==> src/sv/lmfb_pkg.sv <==
package lmfb_pkg;

	// default geometry and grayscale width
	localparam int ROWS_DEF      = 8;
	localparam int COLUMNS_DEF   = 16;
	localparam int GRAY_BITS_DEF = 12;

	// pixel index layout: row in the upper bits, column in the low four
	localparam int INDEX_SHIFT = 4;
	localparam int QUEUE_DEPTH = 2;

	// color limits and reset fill of the back buffer
	localparam logic [9:0] SUM_LIMIT   = 10'd255;
	localparam logic [7:0] CHANNEL_MAX = 8'd255;
	localparam logic [7:0] BACK_FILL   = 8'd63;

	// request and result codes
	localparam logic REQ_WRITE = 1'b0;
	localparam logic REQ_SCAN  = 1'b1;
	localparam logic KIND_ACK  = 1'b0;
	localparam logic KIND_GRAY = 1'b1;

	// color plane codes
	localparam logic [1:0] COLOR_BLUE  = 2'd0;
	localparam logic [1:0] COLOR_GREEN = 2'd1;
	localparam logic [1:0] COLOR_RED   = 2'd2;

	// classified item handed from the front end to the executor
	typedef struct packed {
		logic       is_scan;
		logic       wr_ok;
		logic       last_pix;
		logic [3:0] row;
		logic [3:0] col;
		logic [7:0] red;
		logic [7:0] green;
		logic [7:0] blue;
	} item_t;

	// head of the queue as seen by the executor
	typedef struct packed {
		logic  valid;
		item_t item;
	} head_t;

endpackage

==> src/sv/lmfb_front.sv <==
module lmfb_front #(
	parameter int ROWS    = lmfb_pkg::ROWS_DEF,
	parameter int COLUMNS = lmfb_pkg::COLUMNS_DEF
) (
	input  logic                accept,
	input  logic                req_type,
	input  logic [7:0]          pixel_index,
	input  logic [7:0]          red,
	input  logic [7:0]          green,
	input  logic [7:0]          blue,
	input  logic [2:0]          scan_row,
	output logic                push,
	output lmfb_pkg::item_t     item
);

	localparam logic [4:0] ROWS_L = 5'(ROWS);
	localparam logic [5:0] COLS_L = 6'(COLUMNS);

	logic [7:0] idx_sh;
	logic [3:0] wr_row;
	logic [3:0] wr_col;
	logic [9:0] sum;
	logic       over;
	logic       row_ok;
	logic       col_ok;
	logic       scan_ok;

	// split the pixel index and check it against the matrix size
	assign idx_sh  = pixel_index >> lmfb_pkg::INDEX_SHIFT;
	assign wr_row  = idx_sh[3:0];
	assign wr_col  = pixel_index[lmfb_pkg::INDEX_SHIFT-1:0];
	assign row_ok  = {1'b0, wr_row} < ROWS_L;
	assign col_ok  = {2'b00, wr_col} < COLS_L;
	assign scan_ok = {2'b00, scan_row} < ROWS_L;

	// overbright pixels become full blue
	assign sum  = {2'b00, red} + {2'b00, green} + {2'b00, blue};
	assign over = sum > lmfb_pkg::SUM_LIMIT;

	// refresh of a missing row produces nothing and is dropped here
	assign push = accept && ((req_type == lmfb_pkg::REQ_WRITE) || scan_ok);

	always_comb begin
		item = '0;
		if (req_type == lmfb_pkg::REQ_SCAN) begin
			item.is_scan = 1'b1;
			item.row     = {1'b0, scan_row};
		end else begin
			item.is_scan  = 1'b0;
			item.wr_ok    = row_ok && col_ok;
			item.last_pix = ({1'b0, wr_row} == ROWS_L - 5'd1) &&
				({2'b00, wr_col} == COLS_L - 6'd1);
			item.row      = wr_row;
			item.col      = wr_col;
			if (over) begin
				item.red   = 8'd0;
				item.green = 8'd0;
				item.blue  = lmfb_pkg::CHANNEL_MAX;
			end else begin
				item.red   = red;
				item.green = green;
				item.blue  = blue;
			end
		end
	end

endmodule

==> config.mk <==
export PLATFORM = sky130hd
export DESIGN_NAME = lmfb_front
export DESIGN_NICKNAME = d
export VERILOG_FILES = /design/src/sv/lmfb_pkg.sv /design/src/sv/lmfb_front.sv
export SDC_FILE = /design/constraint.sdc
export NUM_CORES = 1
export LEC_CHECK = 0
export ABC_CLOCK_PERIOD_IN_PS = 7000
export BUFFER_PORTS_ARGS = -buffer_cell sky130_fd_sc_hd__buf_2
export CAP_MARGIN = 10
export CORE_MARGIN = 1.5
export CORE_UTILIZATION = 43
export DETAILED_ROUTE_END_ITERATION = 8
export PLACE_DENSITY = 0.91
export SLEW_MARGIN = 20
export SYNTH_ARGS = -nofsm -noshare
export SYNTH_HDL_FRONTEND = slang
export SYNTH_SLANG_ARGS = --single-unit
==> constraint.sdc <==
create_clock -name vclk -period 7
set_input_delay 0.35 -clock vclk [all_inputs]
set_output_delay 0.35 -clock vclk [all_outputs]
set_load 0.01 [all_outputs]
# After elaboration in Yosys (flattened, before gate mapping)
# Index checks and enable logic that the tools add are counted.
classes:
  n_addsub: 2
  mul: 0
  n_div: 0
  magnitude_cmp: 2
  eq_ne: 2
  shifts: 0
  muxes: 5
  bitwise_logic: 0
  n_reduce_logical: 1
ops:
  columns: ["cell", "n"]
  rows:
  - ["28-bit two-way mux", 1]
  - ["24-bit two-way mux", 1]
  - ["9-bit by 8-bit adder with 10-bit output", 1]
  - ["10-bit by 8-bit greater-than comparator with 1-bit output, second input constant", 1]
  - ["8-bit by 8-bit adder with 9-bit output", 1]
  - ["4-bit by 3-bit equality test with 1-bit output, second input constant", 1]
  - ["4-bit equality test, second input constant", 1]
  - ["4-bit less-than comparator, second input constant", 1]
  - ["4-bit two-way mux", 1]
  - ["2-bit two-way mux", 1]
  - ["1-bit logical AND", 1]
  - ["1-bit two-way mux", 1]
word_totals:
  reg_bits: 0
  latch_bits: 0
  ram_bits: 0
  rom_bits: 0
  out_inout_bits: 36
  word_cells: 12
  memories: 0

# Depth between registers and ports, before layout
logic_depth:
  word_depth: 5
  depth_mapped: 11
  depth_no_buf: 10

# Worst setup path after synthesis
# OpenSTA, ideal clock, no wires.
synth_timing:
  path_type: "input port to output port"
  startpoint: "input red[1]"
  endpoint: "output item[16] (netlist bit)"
  arrival_ns: 2.605
  setup_slack_ns: 4.045
  path_stages: 11
  path_cell_list: "inv_1 fa_1 inv_1 ha_1 inv_1 fa_1 nand4_1 or4b_4 o31a_4 buf_12 nor4b_2"
synth_lines:
  columns: ["item", "line", "source"]
  rows:
  - ["start: declaration", "lmfb_front.sv:8", "input logic [7:0] red,"]
  - ["end: declaration", "lmfb_front.sv:13", "output lmfb_pkg::item_t item"]

==> run summary <==
Post-DP HPWL - 1920 µm
Die W - 46.4 µm
n_diodes - 0
largest family of logic cells by synthesized area - simple AND/OR/NAND/NOR gates
post-synthesis sequential area ratio - 0%
final WL - 2280 µm
Placement Setup Slack - 3700 ps
Resize count post-CTS - 0
row cnt - 15
Setup crit start kind - input pin
max frequency - 0.297 GHz
unrepaired setup endpoints after global routing - no
# port buffers - 71
Post-Syn Area - 810 µm²
WL per Instance - 12.9 µm
P_leak - 0.584 nW
Final period util - 48.0%
placed cell count - 177
syn_nets - 143
initial antenna violation count - 0
VDD IR max - 68.9 µV
die extent in y - 46.4 µm
endpoints failing hold - 0
multi-input logic area - 726 µm²
Avg Inst Size Synth - 8.99 µm²
outcome - finished clean
# fillers - 154
Adder-Cell Fraction of Synth Area - 33.1%
Slew @ Worst Pin - 1050 ps
Pins Over Slew Limit - 0
min-delay worst type - in2out
initial core utilization - 46.4%
Slew headroom - 29.1%
via count - 895
DRT antenna net count - 0
arrival time at the worst endpoint - 3010 ps
area growth from synthesis to layout - 40.6%
Power Density - 91.0 nW/µm²
Final Worst Setup Slack - 3640 ps
Synth Area in XOR/XNOR - 0%
Final Setup Violations - 0
distinct cell type count of the synthesized netlist - 24
slowest cell on the critical path - fa_1
WS Path Type - in2out
hold-fix buffer count after cts - 0
complex-gate fraction of the synthesized area - 9.89%
design area - 1140 µm²
Max Cap Violations - 0
largest net degree at the start of global routing - 35
final cell count without fillers - 177
first drt pass iteration count - 4
Post-DP Area - 1140 µm²
Period minus WS final - 3360 ps
FF/Latch Area - 0 µm²
vias in the first global route - 769
FFs & Latches - 0
post-synthesis simple-gate area fraction - 42.5%
first-pass GRT wire length - 3220 µm
CP endpoint kind - output port
Residual DRC - 0
GPL Wtd Cong - 0.764
Vias/cell - 5.06
Critical Path Max Stage Delay - 540 ps
# clk buffers - 0
Fin Setup TNS - 0 ps
1st-iter DRT viols - 5
Util after Layout - 65.2%
Synth Instances - 90
layout cells sized above 1 - 57.2%
CP delay by family, top - simple AND/OR/NAND/NOR gates
Crit path required time - 6650 ps
most frequent cell on the critical path - inv_1
# nets final - 207
mux share of post-synthesis cell area - 4.17%
Tot GR Track Use - 20.0%
die area - 2150 µm²
worst hold slack - 700 ps
WP buf/inv - 5
number of setup buffers added after CTS - 0
Synthesis Warnings - 0
crit-path max FO - 16
Placeable Area - 1750 µm²
Tot Pwr - 0.104 mW
worst path cell trace - buf_2 -> inv_1 -> fa_1 -> inv_1 -> ha_1 -> inv_1 -> fa_1 -> nand4_1 -> or4b_4 -> o31a_4 -> nor4b_1 -> buf_2
I/O pins - 73
grt total ovfl - 0
cell type report:
class                      count  share of cell area (%)
inverter                       7                    2.31
multi-input combinational     74                    63.7
timing repair buffer          71                    31.2
tap                           25                    2.75
cell families after synthesis:
kind of cell / after synthesis
muxes: 3
buffers and inverters: 16
adders and majority gates: 16
AOI/OAI and AO/OA: 13
and+or+nand+nor: 42
synth_stat cells (2+ instances only):
| cell type | number | area [µm²] |
|---|---|---|
| a21oi_1 | 11 | 55.1 |
| buf_4 | 2 | 15.0 |
| clkbuf_1 | 5 | 18.8 |
| fa_1 | 9 | 180 |
| ha_1 | 7 | 87.6 |
| inv_1 | 7 | 26.3 |
| mux2_2 | 3 | 33.8 |
| nand2_1 | 4 | 15.0 |
| nor2_1 | 10 | 37.5 |
| nor2b_1 | 5 | 31.3 |
| nor3_1 | 2 | 10.0 |
| nor4_2 | 2 | 25.0 |
| nor4b_1 | 6 | 52.6 |
| nor4b_2 | 7 | 105 |
routing by layer:
layer / global-route usage (%) / share of wire (%)
met1: 24.6 / 38
met2: 40.3 / 55
met3: 0 / 6.7
met4: 0 / 0
met5: 0 / 0
power by group:
| part | internal [mW] | switching [mW] |
|---|---|---|
| clock network | 0 | 0 |
| logic | 0.0422 | 0.0614 |
| registers | 0 | 0 |
| total | 0.0422 | 0.0614 |
cell usage in the layout, fill, tap and decap left out:
master	instances
buf_2	71
a21oi_1	11
nor2_1	10
fa_1	9
inv_1	7
nor4b_2	7
ha_1	7
nor4b_1	6
nor2b_1	5
nand2_1	4
mux2_2	3
nor3_1	2
nor4_2	2
nand3_2	1
nand4_1	1
or4b_4	1
o31a_4	1
nand3_1	1
nor4b_4	1
o31ai_1	1
and4_1	1
worst paths after layout:
path / start / to / slack [ps] / cells past startpoint
max: red[1] / item[12] / 3640 / 12
min: accept / push / 700 / 0
Note: power is estimated with default switching activity, not from simulation.
