**config.mk**
```make
export PLATFORM = sky130hd
export DESIGN_NAME = lmfb_queue
export DESIGN_NICKNAME = d
export VERILOG_FILES = /design/src/sv/lmfb_pkg.sv /design/src/sv/lmfb_queue.sv
export SDC_FILE = /design/constraint.sdc
export NUM_CORES = 1
export LEC_CHECK = 0
export ABC_AREA = 0
export BUFFER_PORTS_ARGS = -buffer_cell sky130_fd_sc_hd__buf_2
export CORE_MARGIN = 2
export CORE_UTILIZATION = 48
export CTS_BUF_LIST = sky130_fd_sc_hd__clkbuf_4 sky130_fd_sc_hd__clkbuf_8
export CTS_CLUSTER_DIAMETER = 60
export DETAILED_ROUTE_END_ITERATION = 10
export GPL_TIMING_DRIVEN = 0
export PLACE_DENSITY = 0.79
export SLEW_MARGIN = 0
export SYNTH_ARGS = -nofsm -noshare
export SYNTH_HDL_FRONTEND = slang
export SYNTH_SLANG_ARGS = --single-unit
```
**constraint.sdc**
```tcl
create_clock -name clk -period 5 [get_ports clk]
set_input_delay 0.5 -clock clk [delete_from_list [all_inputs] [get_ports clk]]
set_output_delay 0.5 -clock clk [all_outputs]
set_load 0.03 [all_outputs]
```
**src/sv/lmfb_pkg.sv**
```systemverilog
package lmfb_pkg;

	// default geometry and grayscale width
	localparam int ROWS_DEF      = 8;
	localparam int COLUMNS_DEF   = 16;
	localparam int GRAY_BITS_DEF = 12;

	// pixel index layout: row in the upper bits, column in the low four
	localparam int INDEX_SHIFT = 4;
	localparam int QUEUE_DEPTH = 2;

	// color limits and reset fill of the back buffer
	localparam logic [9:0] SUM_LIMIT   = 10'd255;
	localparam logic [7:0] CHANNEL_MAX = 8'd255;
	localparam logic [7:0] BACK_FILL   = 8'd63;

	// request and result codes
	localparam logic REQ_WRITE = 1'b0;
	localparam logic REQ_SCAN  = 1'b1;
	localparam logic KIND_ACK  = 1'b0;
	localparam logic KIND_GRAY = 1'b1;

	// color plane codes
	localparam logic [1:0] COLOR_BLUE  = 2'd0;
	localparam logic [1:0] COLOR_GREEN = 2'd1;
	localparam logic [1:0] COLOR_RED   = 2'd2;

	// classified item handed from the front end to the executor
	typedef struct packed {
		logic       is_scan;
		logic       wr_ok;
		logic       last_pix;
		logic [3:0] row;
		logic [3:0] col;
		logic [7:0] red;
		logic [7:0] green;
		logic [7:0] blue;
	} item_t;

	// head of the queue as seen by the executor
	typedef struct packed {
		logic  valid;
		item_t item;
	} head_t;

endpackage

```
**src/sv/lmfb_queue.sv**
```systemverilog
module lmfb_queue (
	input  logic                clk,
	input  logic                arst_n,
	input  logic                push,
	input  lmfb_pkg::item_t     push_item,
	input  logic                pop,
	output lmfb_pkg::head_t     head,
	output logic                full
);

	localparam int PW = $clog2(lmfb_pkg::QUEUE_DEPTH);
	localparam int CNTW = $clog2(lmfb_pkg::QUEUE_DEPTH + 1);
	localparam logic [CNTW-1:0] DEPTH_C = CNTW'(lmfb_pkg::QUEUE_DEPTH);

	lmfb_pkg::item_t entry_q [lmfb_pkg::QUEUE_DEPTH];
	logic [PW-1:0]   wr_ptr_q;
	logic [PW-1:0]   rd_ptr_q;
	logic [CNTW-1:0] count_q;

	assign full       = count_q == DEPTH_C;
	assign head.valid = count_q != '0;
	assign head.item  = entry_q[rd_ptr_q];

	// entry storage
	always_ff @(posedge clk) begin
		if (push) begin
			entry_q[wr_ptr_q] <= push_item;
		end
	end

	// pointers and fill count
	always_ff @(posedge clk or negedge arst_n) begin
		if (!arst_n) begin
			wr_ptr_q <= '0;
			rd_ptr_q <= '0;
			count_q  <= '0;
		end else begin
			if (push) begin
				wr_ptr_q <= wr_ptr_q + PW'(1);
			end
			if (pop) begin
				rd_ptr_q <= rd_ptr_q + PW'(1);
			end
			if (push && !pop) begin
				count_q <= count_q + CNTW'(1);
			end else if (pop && !push) begin
				count_q <= count_q - CNTW'(1);
			end
		end
	end

endmodule

```
# Word level (Yosys, flattened, before mapping)
# Memories as Yosys holds them, arrays and structs flattened.
# Cells that the tools add are included.
[totals] inputBits=39 n_memories=1 ram_bits=70 register_bits=4
[classes] reduce_logical=6 n_eq_ne=1 mux=4 add_sub_neg=4
[memory_table] memory="entry_q" words=2 width=35 rd=1 rd_ports_with_merged_regs=0 write_ports=1 line="lmfb_queue.sv:15" text="lmfb_pkg::item_t entry_q [lmfb_pkg::QUEUE_DEPTH];"
[op_table] operator="$mux 2" n=2
[op_table] operator="$reduce_bool 2->1" n=2
[op_table] operator="$add 1x1->1 const B" n=2
[op_table] operator="$add 2x1->2 const B" n=1
[op_table] operator="$eq 2x2->1 const B" n=1
[op_table] operator="$logic_and 1x1->1" n=2
[op_table] operator="$logic_not 1->1" n=2
[op_table] operator="$mux 1" n=2
[op_table] operator="$sub 2x1->2 const B" n=1

# Logic depth before layout (Yosys ltp)
[depth] depth_word=4 mapped_depth=5 mapped_depth_nobuf=5

# Worst setup path before layout
# OpenSTA, ideal clock, no wires.
[synth_path] kind="input to register" startpoint="in push" endpoint="mem entry_q[0][0] (netlist name), enable pin" n_path_buf=0 t_required_ns=4.569 path_slack_ns=2.493 setup_ns=0.431 path_stages=1 arrival_time_ns=2.076 path_cell_list="nor2b_1"
[synth_via] elab_chain_cells=2
[synth_rtl] element="start, declared" line="lmfb_queue.sv:4" text="input logic push,"
[synth_rtl] element="$mux 1" line="lmfb_queue.sv:26" text="if (push) begin"
[synth_rtl] element="$mux 1 (implied by the code)" line="lmfb_queue.sv:27" text="entry_q[wr_ptr_q] <= push_item;"
[synth_rtl] element="end, declared" line="lmfb_queue.sv:15"
# Every way passes these cells.

==> impl.org <==
** Status
- The run finished with clean final reports.

** Critical path
- Register-to-register setup slack :: ~3500 ps
- Peak fanout along the critical path :: 10
- The slowest stage of the critical path belongs to the cell sky130_fd_sc_hd__dfrtp_1.
- CP peak stage delay :: about 370 ps
- Worst reg2reg path depth :: 1
- Grouping stages by cell kind, the critical path spends the most delay in buffers and inverters.
- Worst path arrival time :: between 1000 and 1500 ps
- Worst setup path class :: register to output pin
- The endpoint identified for the worst register-to-register timing path is entry_q[1][2].
- Together, buffers and inverters on the worst path number 3.
- The critical path goes through buf_6 > buf_12 > mux2_4 > buf_2.
- STA puts the critical path data required time at between 4000 and 5000 ps.
- STA classifies the critical path endpoint as an output pin.
- Kind of start point of the critical path :: register
- Beginning of the worst register-to-register path :: wr_ptr_q

** Power and ir drop
- For this design the static power due to leakage is between 1 and 1.5 nW.
- In this run the power density over the cells is 607 nW/µm².
- In this run the power spent charging and discharging nets is a little over 0.7 mW.
- Of the total power, combinational logic draws 0.399.
- The completed layout was analyzed and its total power is ~2.2 mW.
- Seq pwr share :: 0.400
- Internal power comes to 1.44 mW.
- Peak supply drop :: 0.344 mV
- Share of total power in the clock network :: 0.201
- Switching fraction of total power :: 0.336

** STA
- Number of setup violations in the final report :: 0
- Static timing analysis puts the maximum clock frequency at slightly above 500 MHz.
- The number of endpoints with negative hold slack in the final report came to 0.
- Min Hold Slack :: around 360 ps
- Setup total negative slack on the finished layout was measured at 0 ps.
- Worst max-slew margin expressed relative to the limit :: 0.441
- The clock period could shrink to between 1500 and 2000 ps.
- Setup skew after layout :: a little under 3 ps
- Dividing the final minimum period by the clock period gives 0.395.
- Number of slew-limit violations in the final report :: 0
- RSZ-0062 raised after global routing :: false
- Slew of the pin with the lowest slew margin :: approximately 840 ps

** Floorplanning
- Die Area :: between 6000 and 7000 µm²
- Initial Utilization :: 0.490
- Standard cell core area :: 5850 µm²
- Die height :: a little over 80 µm
- For this design the top-level I/O count stands at 76.
- The floorplan step set the die width to just over 80 µm.
- Row count :: 28

** Synthesis
- Cells after Synth :: between 100 and 150
- Area of the mapped netlist :: 2870 µm²
- The number of nets in the synthesized netlist is approximately 170.
- Counting flops and latches in the post-synthesis netlist gives 74.
- Sequential cell area fraction in the yosys report :: 0.769
- Number of different library cells in the post-synthesis netlist :: 14
- Averaged over all synthesized cells, the footprint is 22.9 µm².
- Cell taking the most area after synthesis :: sky130_fd_sc_hd__edfxtp_1
- Of the post-synthesis cell area, the dominant cell type holds 0.734.
- Ranked by total cell area, the synthesized netlist is headed by sky130_fd_sc_hd__edfxtp_1, sky130_fd_sc_hd__mux2_4, sky130_fd_sc_hd__dfrtp_1, sky130_fd_sc_hd__mux2_2, sky130_fd_sc_hd__buf_12.
- Yosys warnings :: 0

** Final layout
- 0 antenna diodes ended up in the layout.
- Finished layout cell area :: between 3000 and 4000 µm²
- Area growth from synthesis to layout :: 24.3%
- The library cell used most frequently in the layout, excluding fill and tap cells, is sky130_fd_sc_hd__buf_2.
- The layout has 433 filler cells.
- The net count of the finished layout is roughly 250.
- Commonest non-fill, non-tap cells in the layout :: sky130_fd_sc_hd__buf_2, sky130_fd_sc_hd__edfxtp_1, sky130_fd_sc_hd__mux2_4, sky130_fd_sc_hd__clkbuf_8, sky130_fd_sc_hd__mux2_2
- Proportion of layout cells with a drive suffix above 1 :: 0.606

** Global route
- Entering global routing, the biggest net connects 36 pins.
- In the global route stage, overall resource usage came out at 0.135.
- Antenna violations before repair :: 0
- The via count of the first global-routing pass was between 1000 and 1500.
- For this run the aggregate overflow at the end of global routing stands at 0.
- The first global-routing pass estimated about 6300 µm of wire.

** Clocking
- Post-CTS Setup Inserts :: 0
- Number of levels the H-tree was split into :: 3
- The clock passes through at most 2 buffers.
- Number of sinks on the clock net :: between 70 and 80
- The number of gates resized after CTS was 0.
- TritonCTS built the clock tree.
- Worst-skew pair later-pin latency :: 330 ps
- Number of clock buffers inserted by TritonCTS :: 9
- Clock slew at reported path FFs :: roughly 70 ps
- Buffer cell driving the clock tree root :: sky130_fd_sc_hd__clkbuf_8
- The number of hold buffers added after CTS was 1.

** Placement
- Post-detailed-placement cell area :: 3360 µm²
- Buffers placed on the I/O ports in this run total 75.
- Final GP Congestion :: 0.673
- Detailed placement finished with a half-perimeter wire length of just under 3000 µm.

** Routing
- Via density per instance :: roughly 4.6
- DRC violations left :: 0
- Summed over all layers, the routed wires come to around 4400 µm.
- Detailed router's first-iteration violation count :: 48
- After detailed routing, the average wire length per cell comes to 14.9 µm.
- Number of iterations in the first detailed-routing pass :: 3
- Final ANT Viol Nets :: 0
- Via count :: roughly 1400

** Min path
- Hold Crit Start :: push_item[7]
- Worst Hold End :: entry_q[1][7]
- Hold-critical path depth :: 1
- The worst hold path belongs to the class primary input to register.

** Run
- Max-capacitance violation count :: 0
-- worst max path at each step --
stage | from | end | slack [ps] | depth (start not counted)
detailed placement | push | entry_q[1][1] | 3240 | 2
global placement | push | entry_q[0][16] | 1430 | 2
CTS | rd_ptr_q | head[0] | 2990 | 4
global route | rd_ptr_q | head[6] | 2960 | 4
floorplan | push | entry_q[0][0] | 2490 | 1
finish | rd_ptr_q | head[0] | 3020 | 4
-- Yosys cell counts --
| cell | instances |
|---|---|
| sky130_fd_sc_hd__and2_1 | 1 |
| sky130_fd_sc_hd__buf_12 | 3 |
| sky130_fd_sc_hd__mux2_2 | 6 |
| sky130_fd_sc_hd__nor2b_1 | 2 |
| sky130_fd_sc_hd__or2_2 | 1 |
| sky130_fd_sc_hd__nor2_1 | 1 |
| sky130_fd_sc_hd__xnor2_1 | 1 |
| sky130_fd_sc_hd__xor2_1 | 4 |
| sky130_fd_sc_hd__ha_1 | 1 |
| sky130_fd_sc_hd__inv_1 | 1 |
| sky130_fd_sc_hd__buf_6 | 1 |
| sky130_fd_sc_hd__mux2_4 | 29 |
| sky130_fd_sc_hd__edfxtp_1 | 70 |
| sky130_fd_sc_hd__dfrtp_1 | 4 |
-- power groups by stage --
stage                     Sequential (mW)  Clock, mW  Combinational (mW)
final                               0.866      0.434               0.862
after global routing                0.876      0.474               0.915
after CTS                           0.868      0.448               0.879
after detailed placement            0.881          0               0.876
after global placement              0.878          0               0.861
after floorplan                     0.870          0               0.681
-- through the flow --
stage,worst slack (ps),utilization,cells
3_5_place_dp,3240,0.575,276
6_report,3020,0.609,293
4_1_cts,2990,0.609,293
3_3_place_gp,1430,0.570,275
2_1_floorplan,2490,-,125
5_1_grt,2960,0.609,293
-- registers in the layout (all words and copies together), names as in the netlist --
name      count
count_q       2
entry_q      70
rd_ptr_q      1
wr_ptr_q      1
-- layer usage --
| layer | routed length [µm] | part of all wire | up-vias | track usage |
|---|---|---|---|---|
| met3 | 224 | 0.051 | 6 | 0.0389 |
| met2 | 2330 | 0.53 | 46 | 0.228 |
| met5 | 0 | 0 | - | 0 |
| met4 | 40 | 0.0091 | 0 | 0.0763 |
| li1 | - | - | 658 | - |
| met1 | 1780 | 0.41 | 643 | 0.154 |
-- layout make-up --
class                           count  area, µm²  share of cell area
Sequential cell                    74       2200               0.618
Multi-Input combinational cell     46        597               0.168
Timing Repair Buffer               77        405               0.114
Clock buffer                       12        146              0.0411
Tap cell                           75       93.8              0.0263
Buffer                              4       71.3              0.0200
Clock inverter                      4       42.5              0.0119
Inverter                            1       3.75             0.00105
-- cells by family after synthesis --
logic type / share of synthesized area
xor+xnor: 0.0153
buf+inv: 0.0262
fa+ha+maj: 0.00437
mux: 0.176
simple gates: 0.0100
flops: 0.769
Power figures use the tool's default switching activity.
